## src/design/fkvc_pkg.sv

```systemverilog
// ============================================================================
// fkvc_pkg: shared constants and types for the FIFO key-value cache
// Sizes of the entry store, operation codes and the command and status
// bundles that pass between the controller and the datapath.
// ============================================================================
package fkvc_pkg;

    localparam int MAX_ENTRIES = 16;
    localparam int KEY_W       = 32;
    localparam int VAL_W       = 32;
    localparam int CAP_W       = 5;
    localparam int CNT_W       = $clog2(MAX_ENTRIES + 1);
    localparam int IDX_W       = (MAX_ENTRIES > 1) ? $clog2(MAX_ENTRIES) : 1;
    localparam int EFF_W       = (CNT_W > CAP_W) ? CNT_W : CAP_W;

    localparam logic [CAP_W-1:0] CAP_RESET  = CAP_W'(16);
    localparam logic             OP_GET     = 1'b0;
    localparam logic             OP_PUT     = 1'b1;
    localparam logic [VAL_W-1:0] MISS_VALUE = '1;

    typedef struct packed {
        logic capture;      // latch the request and register the key match
        logic evict;        // drop the oldest entry, shift the rest down
        logic move;         // drop the hit entry and append it as newest
        logic append;       // append the request as the newest entry
        logic load_result;  // load the output register
    } t_ctrl_cmd;

    typedef struct packed {
        logic op;           // operation of the request in flight
        logic hit;          // key was present at capture
        logic cap_zero;     // capacity register is zero
        logic need_evict;   // entry count has reached the effective capacity
    } t_ctrl_status;

endpackage

```

## src/design/fkvc_datapath.sv

```systemverilog
// ============================================================================
// fkvc_datapath: entry store, key match and result register
// Holds the entries packed in age order (slot 0 oldest), compares a key
// against all of them, and shifts, moves or appends entries on command.
// ============================================================================
module fkvc_datapath
    import fkvc_pkg::*;
(
    input  logic                    i_clk,
    input  logic                    i_rst_n,
    input  logic                    i_cfg_we,
    input  logic [CAP_W-1:0]        i_cfg_wdata,
    input  logic                    i_operation,
    input  logic signed [KEY_W-1:0] i_lookup_key,
    input  logic signed [VAL_W-1:0] i_store_value,
    input  t_ctrl_cmd               i_cmd,
    output t_ctrl_status            o_status,
    output logic                    o_hit,
    output logic signed [VAL_W-1:0] o_read_value,
    output logic                    o_stored,
    output logic                    o_evicted,
    output logic signed [KEY_W-1:0] o_evicted_key
);

    logic [KEY_W-1:0]       r_keys   [MAX_ENTRIES];
    logic [VAL_W-1:0]       r_values [MAX_ENTRIES];
    logic [CNT_W-1:0]       r_count;
    logic [CAP_W-1:0]       r_cap;

    logic                   r_op;
    logic [KEY_W-1:0]       r_key;
    logic [VAL_W-1:0]       r_value;
    logic                   r_hit;
    logic [IDX_W-1:0]       r_found;
    logic                   r_evicted;
    logic [KEY_W-1:0]       r_evicted_key;

    logic                   r_out_hit;
    logic [VAL_W-1:0]       r_out_read_value;
    logic                   r_out_stored;
    logic                   r_out_evicted;
    logic [KEY_W-1:0]       r_out_evicted_key;

    logic [MAX_ENTRIES-1:0] match;
    logic [IDX_W-1:0]       match_idx;
    logic [EFF_W-1:0]       cnt_ext;
    logic [EFF_W-1:0]       cap_ext;
    logic [EFF_W-1:0]       cap_eff;
    logic [CNT_W-1:0]       last_slot;
    logic [CNT_W-1:0]       found_ext;

    // Key match against every occupied slot; the lowest slot wins.
    always_comb begin
        match_idx = '0;
        for (int g = 0; g < MAX_ENTRIES; g++) begin
            match[g] = (CNT_W'(g) < r_count) && (r_keys[g] == i_lookup_key);
        end
        for (int g = MAX_ENTRIES - 1; g >= 0; g--) begin
            if (match[g]) begin
                match_idx = IDX_W'(g);
            end
        end
    end

    assign cnt_ext   = EFF_W'(r_count);
    assign cap_ext   = EFF_W'(r_cap);
    assign cap_eff   = (cap_ext > EFF_W'(MAX_ENTRIES)) ? EFF_W'(MAX_ENTRIES) : cap_ext;
    assign last_slot = r_count - CNT_W'(1);
    assign found_ext = CNT_W'(r_found);

    assign o_status.op         = r_op;
    assign o_status.hit        = r_hit;
    assign o_status.cap_zero   = (r_cap == '0);
    assign o_status.need_evict = (cnt_ext >= cap_eff) && (r_count != '0);

    // Per-slot storage: each slot takes its upper neighbor on a shift or
    // the request's key and value on a load.
    for (genvar g = 0; g < MAX_ENTRIES; g++) begin : g_slot
        localparam int UP = (g + 1 < MAX_ENTRIES) ? g + 1 : g;
        logic shift_in;
        logic load_new;

        assign shift_in = i_cmd.evict ||
                          (i_cmd.move && (CNT_W'(g) >= found_ext) && (CNT_W'(g) < last_slot));
        assign load_new = (i_cmd.move && (CNT_W'(g) == last_slot)) ||
                          (i_cmd.append && (CNT_W'(g) == r_count));

        always_ff @(posedge i_clk) begin
            if (load_new) begin
                r_keys[g]   <= r_key;
                r_values[g] <= r_value;
            end else if (shift_in) begin
                r_keys[g]   <= r_keys[UP];
                r_values[g] <= r_values[UP];
            end
        end
    end

    always_ff @(posedge i_clk) begin
        if (!i_rst_n) begin
            r_count <= '0;
            r_cap   <= CAP_RESET;
        end else begin
            if (i_cfg_we) begin
                r_cap <= i_cfg_wdata;
            end
            if (i_cmd.evict) begin
                r_count <= r_count - CNT_W'(1);
            end else if (i_cmd.append) begin
                r_count <= r_count + CNT_W'(1);
            end
        end
    end

    always_ff @(posedge i_clk) begin
        if (i_cmd.capture) begin
            r_op          <= i_operation;
            r_key         <= i_lookup_key;
            r_value       <= i_store_value;
            r_hit         <= |match;
            r_found       <= match_idx;
            r_evicted     <= 1'b0;
            r_evicted_key <= '0;
        end else if (i_cmd.evict && !r_evicted) begin
            r_evicted     <= 1'b1;
            r_evicted_key <= r_keys[0];
        end
        if (i_cmd.load_result) begin
            r_out_hit         <= r_hit;
            r_out_read_value  <= (r_op == OP_GET && r_hit) ? r_values[r_found] : MISS_VALUE;
            r_out_stored      <= (r_op == OP_PUT) && (r_cap != '0);
            r_out_evicted     <= r_evicted;
            r_out_evicted_key <= r_evicted_key;
        end
    end

    assign o_hit         = r_out_hit;
    assign o_read_value  = r_out_read_value;
    assign o_stored      = r_out_stored;
    assign o_evicted     = r_out_evicted;
    assign o_evicted_key = r_out_evicted_key;

    a_count_bound: assert property (@(posedge i_clk) disable iff (!i_rst_n)
        r_count <= CNT_W'(MAX_ENTRIES))
        else $error("entry count above the store depth");

    a_evict_dec: assert property (@(posedge i_clk) disable iff (!i_rst_n)
        i_cmd.evict |=> r_count == $past(r_count) - CNT_W'(1))
        else $error("eviction did not remove exactly one entry");

    a_move_keeps: assert property (@(posedge i_clk) disable iff (!i_rst_n)
        i_cmd.move |=> $stable(r_count))
        else $error("moving a hit entry changed the entry count");

    a_append_room: assert property (@(posedge i_clk) disable iff (!i_rst_n)
        i_cmd.append |-> r_count < CNT_W'(MAX_ENTRIES))
        else $error("append into a full store");

endmodule

```

## src/design/fkvc_controller.sv

```systemverilog
// ============================================================================
// fkvc_controller: request sequencer for the FIFO key-value cache
// Accepts a request, then issues evictions one a cycle as needed and a
// final move or append together with the result load.
// ============================================================================
module fkvc_controller
    import fkvc_pkg::*;
(
    input  logic         i_clk,
    input  logic         i_rst_n,
    input  logic         i_in_valid,
    output logic         o_in_ready,
    output logic         o_out_valid,
    input  logic         i_out_ready,
    input  t_ctrl_status i_status,
    output t_ctrl_cmd    o_cmd
);

    localparam logic S_IDLE = 1'b0;
    localparam logic S_ACT  = 1'b1;

    logic r_state;
    logic n_state;
    logic r_out_valid;
    logic n_out_valid;
    logic put_new;
    logic put_hit;

    assign put_new = (i_status.op == OP_PUT) && !i_status.hit && !i_status.cap_zero;
    assign put_hit = (i_status.op == OP_PUT) && i_status.hit && !i_status.cap_zero;

    always_comb begin
        o_cmd       = '0;
        n_state     = r_state;
        n_out_valid = r_out_valid && !i_out_ready;
        unique case (r_state)
            S_IDLE: begin
                if (i_in_valid) begin
                    o_cmd.capture = 1'b1;
                    n_state       = S_ACT;
                end
            end
            S_ACT: begin
                if (put_new && i_status.need_evict) begin
                    o_cmd.evict = 1'b1;
                end else if (!r_out_valid || i_out_ready) begin
                    o_cmd.move        = put_hit;
                    o_cmd.append      = put_new;
                    o_cmd.load_result = 1'b1;
                    n_out_valid       = 1'b1;
                    n_state           = S_IDLE;
                end
            end
            default: begin
                n_state = S_IDLE;
            end
        endcase
    end

    always_ff @(posedge i_clk) begin
        if (!i_rst_n) begin
            r_state     <= S_IDLE;
            r_out_valid <= 1'b0;
        end else begin
            r_state     <= n_state;
            r_out_valid <= n_out_valid;
        end
    end

    assign o_in_ready  = (r_state == S_IDLE);
    assign o_out_valid = r_out_valid;

    a_append_fits: assert property (@(posedge i_clk) disable iff (!i_rst_n)
        o_cmd.append |-> !i_status.need_evict)
        else $error("append issued while the cache is still at capacity");

    a_load_free: assert property (@(posedge i_clk) disable iff (!i_rst_n)
        o_cmd.load_result && r_out_valid |-> i_out_ready)
        else $error("result register overwritten before it was taken");

    a_result_follows: assert property (@(posedge i_clk) disable iff (!i_rst_n)
        o_cmd.load_result |=> r_out_valid && r_state == S_IDLE)
        else $error("result load did not finish the request");

endmodule

```

## src/design/fifo_key_value_cache_unit.sv

```systemverilog
// Timing: the key match is registered with the accepted item, and its result
// goes to the output register in the update step, once that register is free.
// An item is taken only after the previous one is updated (an accept step with
// the key match, then an update step); a put of a new key into a full cache
// adds an eviction step per evicted entry; a held result stalls the update.
// Reset: synchronous active-low reset empties the cache and sets capacity to 16.
// ============================================================================
// fifo_key_value_cache_unit: key-value cache with first-in-first-out eviction
// A get looks up a key; a put stores a key and value unless the capacity is zero,
// evicting the oldest entry when the cache holds its configured capacity.
// ============================================================================
module fifo_key_value_cache_unit
    import fkvc_pkg::*;
(
    input  logic                    i_clk,
    input  logic                    i_rst_n,
    // Capacity register write port.
    input  logic                    i_cfg_we,
    input  logic [CAP_W-1:0]        i_cfg_wdata,
    // Request channel.
    input  logic                    i_in_valid,
    output logic                    o_in_ready,
    input  logic                    i_operation,
    input  logic signed [KEY_W-1:0] i_lookup_key,
    input  logic signed [VAL_W-1:0] i_store_value,
    // Result channel.
    output logic                    o_out_valid,
    input  logic                    i_out_ready,
    output logic                    o_hit,
    output logic signed [VAL_W-1:0] o_read_value,
    output logic                    o_stored,
    output logic                    o_evicted,
    output logic signed [KEY_W-1:0] o_evicted_key
);

    // The entries live in the datapath as a row of registers kept in age
    // order, with slot 0 holding the oldest entry. The key match runs in the
    // cycle in which an item is accepted, directly on the input key, and its
    // outcome (hit flag and lowest matching slot) is registered with the item.
    //
    // Once the item is registered, the controller issues a single update. A put to
    // a present key closes the gap left by the hit slot and writes the item
    // into the newest slot. A put to a new key appends it behind the newest
    // entry. When the cache already holds its capacity, the controller first
    // shifts the whole row down by one slot per cycle until there is room,
    // which in normal use is a single shift; the first key shifted out is the
    // one reported as evicted.
    //
    // The result goes into an output register, so the next item can be
    // accepted while the previous result still waits to be taken; the update
    // cycle of that next item simply holds until the register is free.

    t_ctrl_cmd    cmd;
    t_ctrl_status status;

    fkvc_controller u_controller (
        .i_clk       (i_clk),
        .i_rst_n     (i_rst_n),
        .i_in_valid  (i_in_valid),
        .o_in_ready  (o_in_ready),
        .o_out_valid (o_out_valid),
        .i_out_ready (i_out_ready),
        .i_status    (status),
        .o_cmd       (cmd)
    );

    fkvc_datapath u_datapath (
        .i_clk         (i_clk),
        .i_rst_n       (i_rst_n),
        .i_cfg_we      (i_cfg_we),
        .i_cfg_wdata   (i_cfg_wdata),
        .i_operation   (i_operation),
        .i_lookup_key  (i_lookup_key),
        .i_store_value (i_store_value),
        .i_cmd         (cmd),
        .o_status      (status),
        .o_hit         (o_hit),
        .o_read_value  (o_read_value),
        .o_stored      (o_stored),
        .o_evicted     (o_evicted),
        .o_evicted_key (o_evicted_key)
    );

endmodule
```

## config.mk

```make
export PLATFORM = sky130hd
export DESIGN_NAME = fifo_key_value_cache_unit
export DESIGN_NICKNAME = d
export VERILOG_FILES = /design/src/design/fkvc_pkg.sv /design/src/design/fkvc_datapath.sv /design/src/design/fkvc_controller.sv /design/src/design/fifo_key_value_cache_unit.sv
export SDC_FILE = /design/constraint.sdc
export NUM_CORES = 2
export LEC_CHECK = 0
export ABC_CLOCK_PERIOD_IN_PS = 15400
export BUFFER_PORTS_ARGS = -buffer_cell sky130_fd_sc_hd__buf_2
export CORE_MARGIN = 2
export CORE_UTILIZATION = 35
export CTS_CLUSTER_SIZE = 24
export DETAILED_ROUTE_END_ITERATION = 8
export SYNTH_ARGS = -nofsm -noshare
export SYNTH_HDL_FRONTEND = slang
export SYNTH_SLANG_ARGS = --single-unit
```

## constraint.sdc

```tcl
create_clock -name i_clk -period 15.4 [get_ports i_clk]
set_input_delay 2.31 -clock i_clk [delete_from_list [all_inputs] [get_ports i_clk]]
set_output_delay 2.31 -clock i_clk [all_outputs]
set_load 0.05 [all_outputs]
```

==> qor.yml <==
clock_tree:
  cts.repair.resized: 0
  numCtsBuffers: 135
  cts_buffer_depth: 3
  cts_hold_buffers: 0
  clock-sinks: 1206
  clk_pin_slew_ps: 60
  clk_latency_ps: 780
  cts_root_buf: "clkbuf_16"
  htreeDepth: 4
  post_cts_buffers: 0
  cts_tree: "yes"
die:
  die-area_um2: 174000
  start_util_pct: 35.3
  die_width_um: 417
  row_count: 151
  io_pins: 144
  core-area_um2: 169000
  dieHeight_um: 417
final_layout:
  drive_above_1_share_pct: 40.1
  nFillCells: 15436
  area_growth_syn_to_layout_pct: 12.0
  fin_cells: 6084
  final_cell_mix: "edfxtp_1, mux2_2, xor2_1, xnor2_1, mux4_2"
  final_common_cell: "edfxtp_1"
  nNetsFinal: 3845
  multi_input_area_um2: 22700
  stdcell_area_um2: 67000
  seqCellArea_um2: 35800
global_routing:
  gr-total-overflow: 0
  grt_pass1_vias: 33142
  grt_max_degree: 66
  grt_pass1_wl_mm: 240
  antenna_found_initial: 10
  grtUsageTotal_pct: 18.9
job:
  drv_cap: 0
setup_path:
  end_kind: "flop"
  crit_path_start_kind: "input port"
  crit_required_ps: 15780
  slowest_delay_ps: 980
  path_max_fanout: 65
  crit_chain: "buf_2 -> nand2b_1 -> nand3_1 -> or2_2 -> nor3_1 -> a21o_4 -> a221o_4"
  crit_slowest_cell: "a221o_4"
  criticalPathCategory: "in2reg"
  cp.arrival_ps: 5770
synthesis:
  ys_types: 63
  synthFlopType: "edfxtp_1"
  synth.avg_cell_area_um2: 16.1
  synth_area_leader_cell: "edfxtp_1"
  synth_nets: 3797
  synth-edff-count: 1161
  synthArstFlopShare_pct: 0
  synth-seq-cells: 1206
  yosys-top-cells-area: "edfxtp_1, mux2_2, mux4_2"
  syn_inst: 3710
  syn_area_um2: 59800
  yosysTopAreaCellShare_pct: 58.3
  ys_seq_area_share_pct: 59.8
  yosys_warnings: 0
drt:
  routed_wl_mm: 166
  vias: 32755
  avgViaCountPerCell: 5.38
  drt_iter0_markers: 3249
  first_pass_iters: 5
  drc: 0
  ant_nets: 0
  detail_route.wl_per_cell_um: 27.3
timing:
  min_period_ps: 5390
  tightestPinTransition_ps: 1310
  maxSlewHeadroom_pct: 12.8
  finalCritPeriodShare_pct: 35.0
  final.setup.tns_ps: 0
  setup-violations-final: 0
  grt_setup_unrepaired: "no"
  fmax_mhz: 185
  final-max-slew-violation-count: 0
  final-hold-violation-count: 0
  fin_worst_skew_ps: 40.5
power_and_ir_drop:
  power_leakage_nw: 21.7
  design_power_total_mw: 7.51
  ir_drop_mv: 0.101
  powerDensity_nw_per_um2: 112
placement:
  gp_congestion: 0.912
  dp_hpwl_mm: 109
  port_buffers: 143
  postPlaceCellArea_um2: 62500
  dp.cells: 5838
min_path:
  hold_class: "reg2reg"
run_status:
  status: "complete, no violations"
==> critical path, delay by kind of cell <==
family / cells / cell delay (ps)
AOI/OAI and AO/OA: 2 / 1900
buffers and inverters: 1 / 80
and+or+nand+nor: 4 / 1400
==> registers in the layout, indices dropped and copies added (netlist names) <==
signal / flops
u_datapath.r_evicted: 1
u_datapath.o_evicted_key: 32
u_datapath.o_evicted: 1
u_datapath.cap_ext: 5
u_datapath.r_key: 32
u_datapath.r_keys: 512
u_datapath.r_values: 512
u_datapath.o_hit: 1
u_datapath.r_found: 4
u_datapath.o_stored: 1
u_datapath.r_value: 32
u_controller.o_out_valid: 1
u_datapath.cnt_ext: 5
u_controller.r_state: 1
u_datapath.r_evicted_key: 32
u_datapath.r_op: 1
u_datapath.r_hit: 1
u_datapath.o_read_value: 32
==> stage by stage <==
stage	util (%)	setup slack [ps]	hold WS, ps
6_report	39.5	10010	420
4_1_cts	39.5	10000	429
2_1_floorplan	-	6610	408
3_5_place_dp	36.9	9160	416
5_1_grt	39.5	9880	438
3_3_place_gp	36.9	9240	413
==> report_power, final <==
group	switching [mW]	internal, mW
combinational	0.277	0.237
sequential	0.0762	3.66
clock	1.36	1.89
==> cell families after synthesis <==
| kind of cell | count (synthesis) | synth area share [%] |
|---|---|---|
| muxes | 1125 | 24.6 |
| buffers and inverters | 315 | 2.62 |
| and+or+nand+nor | 403 | 3.67 |
| xor gates and xnor gates | 517 | 7.57 |
| AOI/OAI and AO/OA | 132 | 1.48 |
| adders and majority gates | 12 | 0.251 |
| DFF | 1206 | 59.8 |
==> final timing paths <==
check | from | to | slack, ps | depth (start not counted)
min reg2reg | u_datapath.r_evicted_key[29] | u_datapath.o_evicted_key[29] | 420 | 0
max | i_out_ready | u_datapath.r_values[3][24] | 10010 | 7
max reg2reg | u_datapath.r_found[0] | u_datapath.o_read_value[14] | 10580 | 7
min | u_datapath.r_evicted_key[29] | u_datapath.o_evicted_key[29] | 420 | 0
==> cell type report <==
class | count | area share, %
Tap cell | 2218 | 4.14
Antenna cell | 2 | 0.00747
Sequential cell | 1206 | 53.4
Clock buffer | 186 | 5.45
Timing Repair Buffer | 211 | 1.83
Multi-Input combinational cell | 2189 | 33.9
Inverter | 15 | 0.0916
Clock inverter | 57 | 1.13
==> metal layers <==
metal | wire length [um] | part of all wire, % | global-route usage (%)
met1 | 71800 | 43 | 25.5
met2 | 81100 | 49 | 31.5
met3 | 8640 | 5.2 | 2.76
met4 | 4830 | 2.9 | 5.90
met5 | 27 | 0.016 | 0
==> synthesized netlist by cell type, drive strengths merged (6+ instances only) <==
library cell / instances
and3: 6
dfxtp: 45
nand2b: 41
o21ai: 19
a21o: 9
xor2: 319
nand3: 31
nand2: 96
nand4: 60
nor3: 29
a21oi: 47
or3: 6
a31oi: 9
inv: 15
mux4: 160
xnor2: 198
nor2b: 10
buf: 152
nor4: 87
nor2: 16
mux2: 960
clkbuf: 148
a211oi: 6
o211ai: 7
ha: 12
and2: 8
edfxtp: 1161
No activity file was read; power rests on OpenSTA's default activity.
